**src/hw/rtl/bqeq_pkg.sv**
```systemverilog
// Package for the biquad cascade equalizer: types, codes and fixed constants.
// Used by every module of the block; depends on nothing.
package bqeq_pkg;

    localparam int SAMPLE_W = 16;
    localparam int COEF_W   = 32;
    localparam int GAIN_W   = 16;
    localparam int IDX_W    = 5;
    localparam int ACC_W    = 66;
    localparam int PROD_W   = 64;
    localparam logic [GAIN_W-1:0] GAIN_MAX   = 16'd32768;
    localparam logic [GAIN_W-1:0] GAIN_RESET = 16'd16384;

    typedef enum logic [0:0] {
        REQ_SAMPLE = 1'b0,
        REQ_COEF   = 1'b1
    } t_req;

    typedef enum logic [0:0] {
        CFG_VOLUME_GAIN   = 1'b0,
        CFG_FILTER_ENABLE = 1'b1
    } t_cfg_idx;

    typedef enum logic [2:0] {
        ST_IDLE,
        ST_CLEAR,
        ST_LOAD,
        ST_MUL,
        ST_ACC,
        ST_SECT,
        ST_GAIN,
        ST_OUT
    } t_state;

    // Handshake between the sequencer and the serial multiplier.
    typedef struct packed {
        logic start;
    } t_mul_ctl;

    typedef struct packed {
        logic done;
    } t_mul_sts;

endpackage

```
**src/hw/rtl/bqeq_mul.sv**
```systemverilog
// Bit-serial signed multiplier: one multiplier bit per cycle, shift-and-add.
// Depends on bqeq_pkg for the control struct types.
module bqeq_mul (
    input  logic                     i_clk,
    input  logic                     i_rst_n,
    input  bqeq_pkg::t_mul_ctl       i_ctl,
    input  logic signed [31:0]       i_a,
    input  logic signed [31:0]       i_b,
    output bqeq_pkg::t_mul_sts       o_sts,
    output logic signed [63:0]       o_p
);
    import bqeq_pkg::*;

    logic [5:0]         r_cnt, n_cnt;
    logic               r_busy, n_busy;
    logic               r_done, n_done;
    logic signed [63:0] r_acc, n_acc;
    logic signed [63:0] r_mcand, n_mcand;
    logic [31:0]        r_mplier, n_mplier;

    always_comb begin
        n_cnt    = r_cnt;
        n_busy   = r_busy;
        n_done   = 1'b0;
        n_acc    = r_acc;
        n_mcand  = r_mcand;
        n_mplier = r_mplier;
        if (i_ctl.start) begin
            n_cnt    = 6'd0;
            n_busy   = 1'b1;
            n_acc    = '0;
            n_mcand  = 64'(i_a);
            n_mplier = i_b;
        end else if (r_busy) begin
            // Two's complement: the top multiplier bit carries negative weight.
            if (r_mplier[0]) begin
                if (r_cnt == 6'd31) n_acc = r_acc - r_mcand;
                else                n_acc = r_acc + r_mcand;
            end
            n_mcand  = r_mcand <<< 1;
            n_mplier = r_mplier >> 1;
            n_cnt    = r_cnt + 6'd1;
            if (r_cnt == 6'd31) begin
                n_busy = 1'b0;
                n_done = 1'b1;
            end
        end
    end

    always_ff @(posedge i_clk) begin
        if (!i_rst_n) begin
            r_busy <= 1'b0;
            r_done <= 1'b0;
            r_cnt  <= '0;
        end else begin
            r_busy <= n_busy;
            r_done <= n_done;
            r_cnt  <= n_cnt;
        end
        r_acc    <= n_acc;
        r_mcand  <= n_mcand;
        r_mplier <= n_mplier;
    end

    assign o_sts.done = r_done;
    assign o_p        = r_acc;
endmodule

```
**src/hw/rtl/biquad_cascade_equalizer.sv**
```systemverilog
// Biquad cascade equalizer: NUM_SECTIONS Direct Form I sections, gain, clamp.
// Each filtered sample runs through every section in turn: a section loads its history,
// forms five products on the one bit-serial 32x32 multiplier and writes its history back;
// then the gain is applied. A new sample is taken only after the last result is loaded.
// Coefficient writes and passthrough samples are taken one per cycle while the block is
// idle and the output is free. After reset a clearing pass loads passthrough coefficients and zeroes history.
module biquad_cascade_equalizer #(
    parameter int NUM_SECTIONS   = 5,
    parameter int COEF_FRAC_BITS = 30
) (
    input  logic                 i_clk,
    input  logic                 i_rst_n,
    input  logic                 i_valid,
    output logic                 o_ready,
    input  logic                 i_req_type,
    input  logic signed [15:0]   i_sample_in,
    input  logic [4:0]           i_coef_index,
    input  logic signed [31:0]   i_coef_value,
    output logic                 o_valid,
    input  logic                 i_ready,
    output logic signed [15:0]   o_sample_out,
    output logic                 o_clipped,
    input  logic                 i_cfg_valid,
    output logic                 o_cfg_ready,
    input  logic                 i_cfg_index,
    input  logic [31:0]          i_cfg_data
);
    import bqeq_pkg::*;

    localparam int NCOEF  = NUM_SECTIONS * 5;
    localparam int NHIST  = NUM_SECTIONS * 4;
    localparam int CW     = $clog2(NCOEF);
    localparam int HW     = $clog2(NHIST);
    localparam int SW     = (NUM_SECTIONS > 1) ? $clog2(NUM_SECTIONS) : 1;
    localparam int CLR_N  = (NCOEF > NHIST) ? NCOEF : NHIST;
    localparam int CLRW   = $clog2(CLR_N + 1);
    localparam int RSH    = COEF_FRAC_BITS - 2;
    localparam logic signed [31:0] COEF_ONE = 32'sd1 <<< COEF_FRAC_BITS;

    // Coefficient and history memories, one write and one registered read.
    logic signed [31:0] coef_mem [NCOEF];
    logic signed [31:0] hist_mem [NHIST];

    // Configuration registers.
    logic [GAIN_W-1:0] r_gain;
    logic              r_enable;

    assign o_cfg_ready = 1'b1;
    always_ff @(posedge i_clk) begin
        if (!i_rst_n) begin
            r_gain   <= GAIN_RESET;
            r_enable <= 1'b1;
        end else if (i_cfg_valid) begin
            unique case (t_cfg_idx'(i_cfg_index))
                CFG_VOLUME_GAIN:   r_gain   <= i_cfg_data[GAIN_W-1:0];
                CFG_FILTER_ENABLE: r_enable <= i_cfg_data[0];
                default:           r_enable <= r_enable;
            endcase
        end
    end

    // Sequencer state.
    t_state r_state, n_state;
    logic [CLRW-1:0]    r_clr;
    logic [SW-1:0]      r_sec;
    logic [2:0]         r_term;      // 0..4: b0,b1,b2,-a1,-a2
    logic signed [31:0] r_x;         // current section input
    logic signed [ACC_W-1:0] r_acc;
    logic signed [31:0] r_h [4];     // history of current section
    logic signed [31:0] r_coef_rd;
    logic signed [31:0] r_hist_rd;
    logic [2:0]         r_ld;        // load step within a section
    logic               r_out_valid;
    logic signed [15:0] r_out_sample;
    logic               r_out_clip;
    logic               r_busy;      // an item is in work
    logic [1:0]         r_pass;

    // Multiplier.
    t_mul_ctl           mul_ctl;
    t_mul_sts           mul_sts;
    logic signed [31:0] mul_a, mul_b;
    logic signed [63:0] mul_p;
    logic               r_gain_phase;

    bqeq_mul u_mul (
        .i_clk   (i_clk),
        .i_rst_n (i_rst_n),
        .i_ctl   (mul_ctl),
        .i_a     (mul_a),
        .i_b     (mul_b),
        .o_sts   (mul_sts),
        .o_p     (mul_p)
    );

    // Operand selection: history term per step, gain from the gain start onward.
    always_comb begin
        mul_a = r_coef_rd;
        unique case (r_term)
            3'd0:    mul_b = r_x;
            3'd1:    mul_b = r_h[0];
            3'd2:    mul_b = r_h[1];
            3'd3:    mul_b = r_h[2];
            3'd4:    mul_b = r_h[3];
            default: mul_b = r_x;
        endcase
        if (r_gain_phase || r_state == ST_GAIN) begin
            mul_a = r_x;
            mul_b = (r_gain > GAIN_MAX) ? 32'(GAIN_MAX) : 32'(r_gain);
        end
    end

    // Rounded, saturated section output from the accumulator.
    logic signed [ACC_W-1:0] acc_rnd;
    logic signed [ACC_W-1:0] acc_shr;
    logic signed [31:0]      sect_y;
    always_comb begin
        acc_rnd = r_acc + (ACC_W'(1) <<< (RSH - 1));
        acc_shr = acc_rnd >>> RSH;
        if (acc_shr > ACC_W'(64'sh7FFF_FFFF))
            sect_y = 32'sh7FFF_FFFF;
        else if (acc_shr < -ACC_W'(64'sh8000_0000))
            sect_y = 32'sh8000_0000;
        else
            sect_y = acc_shr[31:0];
    end

    // Output scaling of p (Q41): clamp to +-1, else trunc(|p|*32767 >> 41).
    localparam logic signed [63:0] OUT_ONE = 64'sd1 <<< 41;
    logic [63:0] mag;
    logic [63:0] q_mag;
    logic        p_neg;
    always_comb begin
        p_neg = mul_p[63];
        mag   = p_neg ? 64'(-mul_p) : 64'(mul_p);
        // |p| <= 2^41 here, so |p|*32767 = (|p|<<15) - |p| fits in 57 bits.
        q_mag = ((mag << 15) - mag) >> 41;
    end

    wire accept_in  = i_valid && o_ready;
    wire out_free   = !r_out_valid || i_ready;
    // A result word is loaded by a disabled passthrough or at the end of filtering.
    wire out_load   = (r_state == ST_IDLE && accept_in && i_req_type == REQ_SAMPLE
                       && !r_enable) || (r_state == ST_OUT && out_free);
    wire [CW-1:0] sec_base5 = CW'(r_sec) * CW'(5);
    wire [HW-1:0] sec_base4 = HW'(r_sec) * HW'(4);

    assign o_ready = (r_state == ST_IDLE) && !r_busy && out_free;

    // Next state.
    always_comb begin
        n_state = r_state;
        unique case (r_state)
            ST_CLEAR: if (r_clr == CLRW'(CLR_N - 1)) n_state = ST_IDLE;
            ST_IDLE:  if (accept_in && i_req_type == REQ_SAMPLE && r_enable)
                          n_state = ST_LOAD;
            ST_LOAD:  if (r_ld == 3'd6) n_state = ST_MUL;
            ST_MUL:   n_state = ST_ACC;
            ST_ACC:   if (mul_sts.done) begin
                          if (r_gain_phase)      n_state = ST_OUT;
                          else if (r_term == 3'd4) n_state = ST_SECT;
                          else                   n_state = ST_MUL;
                      end
            ST_SECT:  n_state = (r_pass == 2'd3) ?
                          ((r_sec == SW'(NUM_SECTIONS - 1)) ? ST_GAIN : ST_LOAD) : ST_SECT;
            ST_GAIN:  n_state = ST_ACC;
            ST_OUT:   if (out_free) n_state = ST_IDLE;
            default:  n_state = ST_IDLE;
        endcase
    end

    // Outputs of the sequencer toward the multiplier.
    always_comb begin
        mul_ctl.start = (r_state == ST_MUL) || (r_state == ST_GAIN);
    end

    // Memory addresses: the coefficient for the next term is read in the cycle
    // that ends the current product, so it is in place when the next multiply
    // starts. Load steps 0..3 read the history; the data arrives in the next cycle.
    logic [CW-1:0] coef_addr;
    logic [HW-1:0] hist_addr;
    logic [2:0]    term_rd;
    always_comb begin
        term_rd   = (r_state == ST_ACC && mul_sts.done && r_term != 3'd4) ?
                    r_term + 3'd1 : r_term;
        coef_addr = sec_base5 + CW'(term_rd);
        hist_addr = sec_base4 + HW'(r_ld[1:0]);
    end

    // During the clearing pass, marks the b0 slot of each section.
    logic clr_b0;
    always_comb begin
        clr_b0 = 1'b0;
        for (int s = 0; s < NUM_SECTIONS; s++) begin
            if (r_clr == CLRW'(s * 5)) clr_b0 = 1'b1;
        end
    end

    always_ff @(posedge i_clk) begin
        // Coefficient memory: clear pass, software writes, sequencer reads.
        if (r_state == ST_CLEAR) begin
            if (r_clr < CLRW'(NCOEF))
                coef_mem[r_clr[CW-1:0]] <= clr_b0 ? COEF_ONE : '0;
        end else if (accept_in && i_req_type == REQ_COEF
                     && 32'(i_coef_index) < 32'(NCOEF)) begin
            coef_mem[i_coef_index[CW-1:0]] <= i_coef_value;
        end
        r_coef_rd <= coef_mem[coef_addr];

        // History memory: clear pass, write-back of a section, reads.
        if (r_state == ST_CLEAR) begin
            if (r_clr < CLRW'(NHIST))
                hist_mem[r_clr[HW-1:0]] <= '0;
        end else if (r_state == ST_SECT) begin
            unique case (r_pass)
                2'd0: hist_mem[sec_base4]        <= r_x;
                2'd1: hist_mem[sec_base4 + HW'(1)] <= r_h[0];
                2'd2: hist_mem[sec_base4 + HW'(2)] <= sect_y;
                default: hist_mem[sec_base4 + HW'(3)] <= r_h[2];
            endcase
        end
        r_hist_rd <= hist_mem[hist_addr];
    end

    // Datapath and control registers.
    always_ff @(posedge i_clk) begin
        if (!i_rst_n) begin
            r_state      <= ST_CLEAR;
            r_clr        <= '0;
            r_out_valid  <= 1'b0;
            r_busy       <= 1'b0;
            r_sec        <= '0;
            r_term       <= '0;
            r_ld         <= '0;
            r_pass       <= '0;
            r_gain_phase <= 1'b0;
        end else begin
            r_state <= n_state;
            if (out_load)                    r_out_valid <= 1'b1;
            else if (r_out_valid && i_ready) r_out_valid <= 1'b0;
            unique case (r_state)
                ST_CLEAR: r_clr <= r_clr + CLRW'(1);
                ST_IDLE: begin
                    if (accept_in && i_req_type == REQ_SAMPLE) begin
                        if (r_enable) begin
                            r_busy <= 1'b1;
                            r_sec  <= '0;
                            r_ld   <= '0;
                            r_term <= '0;
                            r_x    <= 32'(i_sample_in) <<< 12;
                        end else begin
                            r_out_sample <= i_sample_in;
                            r_out_clip   <= 1'b0;
                        end
                    end
                end
                ST_LOAD: begin
                    // Step k issues history address k; its data lands at k+1.
                    if (r_ld >= 3'd1 && r_ld <= 3'd4) r_h[r_ld[1:0] - 2'd1] <= r_hist_rd;
                    r_ld   <= r_ld + 3'd1;
                    r_acc  <= '0;
                    r_term <= '0;
                end
                ST_MUL: ;
                ST_ACC: begin
                    if (mul_sts.done && !r_gain_phase) begin
                        // Product shifted right by two (floor), then summed.
                        r_acc  <= r_acc + ACC_W'(mul_p >>> 2);
                        r_term <= r_term + 3'd1;
                    end
                end
                ST_SECT: begin
                    r_pass <= r_pass + 2'd1;
                    if (r_pass == 2'd3) begin
                        r_x    <= sect_y;
                        r_sec  <= r_sec + SW'(1);
                        r_ld   <= '0;
                        r_term <= '0;
                    end
                end
                ST_GAIN: r_gain_phase <= 1'b1;
                ST_OUT: begin
                    if (out_free) begin
                        r_gain_phase <= 1'b0;
                        r_busy       <= 1'b0;
                        if (mul_p > OUT_ONE) begin
                            r_out_sample <= 16'sd32767;
                            r_out_clip   <= 1'b1;
                        end else if (mul_p < -OUT_ONE) begin
                            r_out_sample <= -16'sd32767;
                            r_out_clip   <= 1'b1;
                        end else begin
                            r_out_sample <= p_neg ? -16'(q_mag) : 16'(q_mag);
                            r_out_clip   <= 1'b0;
                        end
                    end
                end
                default: ;
            endcase
        end
    end

    assign o_valid      = r_out_valid;
    assign o_sample_out = r_out_sample;
    assign o_clipped    = r_out_clip;
endmodule

```
**config.mk**
```make
export PLATFORM = sky130hd
export DESIGN_NAME = biquad_cascade_equalizer
export DESIGN_NICKNAME = d
export VERILOG_FILES = /design/src/hw/rtl/bqeq_pkg.sv /design/src/hw/rtl/bqeq_mul.sv /design/src/hw/rtl/biquad_cascade_equalizer.sv
export SDC_FILE = /design/constraint.sdc
export NUM_CORES = 2
export LEC_CHECK = 0
export ABC_AREA = 0
export BUFFER_PORTS_ARGS = -buffer_cell sky130_fd_sc_hd__buf_2
export CORE_MARGIN = 2
export CORE_UTILIZATION = 35
export CTS_CLUSTER_DIAMETER = 200
export DETAILED_ROUTE_END_ITERATION = 6
export PLACE_DENSITY = 0.59
export SYNTH_ARGS = -nofsm -noshare
export SYNTH_HDL_FRONTEND = slang
export SYNTH_SLANG_ARGS = --single-unit
```
**constraint.sdc**
```tcl
create_clock -name i_clk -period 10.4 [get_ports i_clk]
set_input_delay 0.52 -clock i_clk [delete_from_list [all_inputs] [get_ports i_clk]]
set_output_delay 0.52 -clock i_clk [all_outputs]
set_load 0.05 [all_outputs]
```
==> results_dict.tcl <==
set metrics [dict create \
    cts_resized 0 \
    status "finished, final reports clean" \
    cpPeakStageDelay_ps 570 \
    synth_flop_cell "edfxtp_1" \
    cts_hold_buf 15 \
    power_switching_mw 5.42 \
    postCtsSetupBuffers 0 \
    end_kind "flop" \
    r2r_cells 25 \
    intPower_mw 14.1 \
    max_cap_violations 0 \
    min_from "i_cfg_data[4]" \
    power_density_mw_per_mm2 194 \
    ys_seq_area_share_pct 64.2 \
    synth_area_mm2 0.0886 \
    p_leak_nw 34.5 \
    fmax_ghz 0.139 \
    worstPathMaxFanout 9 \
    setup_tns_ps 0 \
    drt-initial-drc-count 5445 \
    cp-start-kind "flop" \
    pin_count 112 \
    max-slew-margin-rel_pct 20.5 \
    synth.distinct_cells 104 \
    area_growth_syn_to_layout_pct 13.4 \
    clkPwrFrac_pct 37.2 \
    dr.pass1.iters 6 \
    clock_skew_ps 86.6 \
    whs_path_depth 3 \
    wl_um 239000 \
    grt_pass1_wl_um 352000 \
    wl_met3_um 15300 \
    ant_nets 0 \
    ys_ff_latch 1954 \
    cts_tree "built" \
    wire_per_inst_um 24.5 \
    postSynthAreaPerCell_um2 14.5 \
    hp-class "primary input to flop" \
    tightest_slew_ps 1190 \
    rr_endpoint "o_sample_out[14]" \
    critPathKind "flop to flop" \
    port_buffers 94 \
    wl_met2_um 114000 \
    yosys_warnings 0 \
    place_area_mm2 0.0936 \
    async_reset_ff_share_pct 0 \
    period_share_pct 69.3 \
    cts_sinks 1954 \
    slew_viol_final 0 \
    rows 184 \
    drc 0 \
    met1_length_um 103000 \
    overflow 0 \
    top_layer "met5" \
    die_h_um 507 \
    regToRegStartpoint "u_mul.o_p[1]" \
    finalSetupViolations 0 \
    arrival_ps 7750 \
    vias 54200 \
    numCtsBuffers 200 \
    drive_gt1_share_pct 16.9 \
    vias_per_cell 5.55 \
    synth_nets 6392 \
    cts.clk_slew.worst_paths_ps 60 \
    start_util_pct 35.2 \
    clk-insertion-delay-late_ps 880 \
    die_area_mm2 0.257 \
    combPwrFrac_pct 17.1 \
    cp_top_family "compound AO/OA/AOI/OAI gates" \
    cp_slowest_cell "or4b_4" \
    core-area_mm2 0.252 \
    vdd_drop_max_uv 156 \
    fin_area_mm2 0.101 \
    antenna_found_initial 20 \
    clock_path_buffers 3 \
    final_nets 6528 \
    grt_max_degree 129 \
    min_to "r_gain[4]" \
    h-tree-depth 4 \
    grt_use_total_pct 18.2 \
    cp.required_ps 10940 \
    reg2reg_setup_slack_ps 3190 \
    hold_viol 0 \
    root_buffer "clkbuf_16" \
    switching_share_pct 27.7 \
    die_width_um 507 \
    power_frac_seq_pct 45.7 \
    place_congestion 0.905 \
    cp_num_buf_inv 2 \
    dpl.hpwl_um 148000 \
    rsz0062_at_grt "no" \
    syn_inst 6102 \
    min_period_ps 7210 \
    synth_edf_count 1779 \
    grt_pass1_vias 53300 \
    cp_common_cell "ha_1" \
]
==> synth_stat cells (23+ instances only) <==
master	number	share of area [%]
a31oi_1	94	0.66
xnor2_1	144	1.4
xor2_1	149	1.5
or3_1	37	0.26
a21o_1	146	1.2
a22oi_1	110	0.93
nor4_1	38	0.27
nand3_1	82	0.46
nor3_1	70	0.40
o31ai_1	34	0.29
and3_1	36	0.25
buf_1	50	0.21
o21bai_1	23	0.19
nand2b_1	56	0.40
and2_1	57	0.40
dfxtp_1	175	4.0
mux2i_1	45	0.51
nand2_1	602	2.5
mux4_2	413	10
nor2b_1	44	0.31
o22ai_1	27	0.19
inv_1	93	0.39
nand4_1	49	0.35
a211oi_1	30	0.25
o21ai_0	237	1.3
edfxtp_1	1779	60
clkbuf_1	249	1.1
nor2_1	376	1.6
ha_1	195	2.8
a21oi_1	349	2.0
==> how the worst max path moves through the flow <==
stage	start	endpoint	slack, ps	depth (start not counted)
floorplan	r_state[1]	r_acc[0]	4230	5
global placement	u_mul.o_p[5]	o_sample_out[14]	3280	23
detailed placement	u_mul.o_p[5]	o_sample_out[14]	3180	23
CTS	u_mul.o_p[5]	o_sample_out[14]	3180	23
global route	u_mul.o_p[0]	o_sample_out[14]	2600	25
finish	u_mul.o_p[1]	o_sample_out[14]	3190	25
==> kinds of logic (layout without fill, tap and decap cells) <==
group	Yosys count	count (layout)	synth area share, %
AO/OA/AOI/OAI	1231	1231	8.90
XOR/XNOR	299	299	3.02
adder cells (fa/ha/maj)	200	200	2.84
buffers and inverters	409	715	1.80
flip-flops	1954	1954	64.2
multiplexers	463	463	11.1
other	1	6	0.00423
AND/OR/NAND/NOR	1545	1545	8.14
==> cell usage in the layout (no fill, tap or decap), types with 23 or more instances in the layout <==
cell type / n
and3_1: 36
nand3_1: 82
nor2_1: 325
a211oi_1: 30
a21oi_1: 347
o21bai_1: 23
clkinv_2: 26
mux4_2: 413
and2_1: 56
ha_1: 192
a21o_1: 145
clkbuf_1: 39
nor3_1: 68
xnor2_1: 143
nor4_1: 37
mux2i_1: 45
o21ai_0: 232
xor2_1: 148
nand4_1: 49
clkbuf_16: 201
buf_4: 134
or2_2: 23
or3_1: 37
o31ai_1: 34
inv_1: 93
a22oi_1: 110
a31oi_1: 94
nand2_1: 600
nor2b_1: 41
edfxtp_1: 1779
nor2_4: 47
dfxtp_1: 170
nand2b_1: 55
clkinv_1: 44
o22ai_1: 27
buf_2: 94
==> per-layer routing <==
metal	track usage, %	vias to the layer above
met4	5.68	8
li1	-	24100
met2	29.6	1856
met3	2.66	368
met1	25.1	27900
met5	0	-
==> per-stage QoR <==
stage                     hold slack, ps  std cells  total power [mW]  setup WS, ps  util [%]
after floorplan                      437       6102              11.5          4230         -
after global placement               446       9368              12.3          3280      37.2
after detailed placement             452       9368              12.4          3180      37.2
after CTS                           31.8       9755              19.6          3180      39.9
after global routing                35.3       9760              20.3          2600      40.0
final                               73.2       9761              19.5          3190      40.0
==> state kept, by name, summed over array words and instances (netlist names), 2 cells and up <==
register / flops
r_gain: 16
hist_mem: 640
r_x: 32
r_coef_rd: 32
r_state: 3
u_mul.r_mcand: 64
r_clr: 5
r_term: 3
u_mul.o_p: 64
o_sample_out: 16
coef_mem: 800
r_hist_rd: 32
r_h: 128
r_acc: 66
u_mul.r_cnt: 6
r_pass: 2
r_sec: 3
r_ld: 3
u_mul.r_mplier: 32
==> tightest hold or removal path, cell delays in order <==
cell and delay, ps:
buf_2 170, nand2_1 80, a21oi_1 50
==> power by group through the flow <==
stage	Sequential [mW]	Combinational, mW	Clock [mW]
after detailed placement	9.08	3.29	0
after global routing	8.94	3.68	7.71
after CTS	8.92	3.32	7.40
final	8.92	3.34	7.27
after global placement	9.07	3.26	0
after floorplan	8.94	2.52	0
==> area by class of cell <==
class                   count  area (um^2)
fillers                 23000       151000
repair buffers            247         1710
clock inverters           110         1250
diodes                      5         12.5
clock buffers             262         5480
multi-input cells        3739        30600
flip-flops and latches   1954        56900
well taps                3348         4190
inverters                  96          360
(Power assumes the default switching activity.)
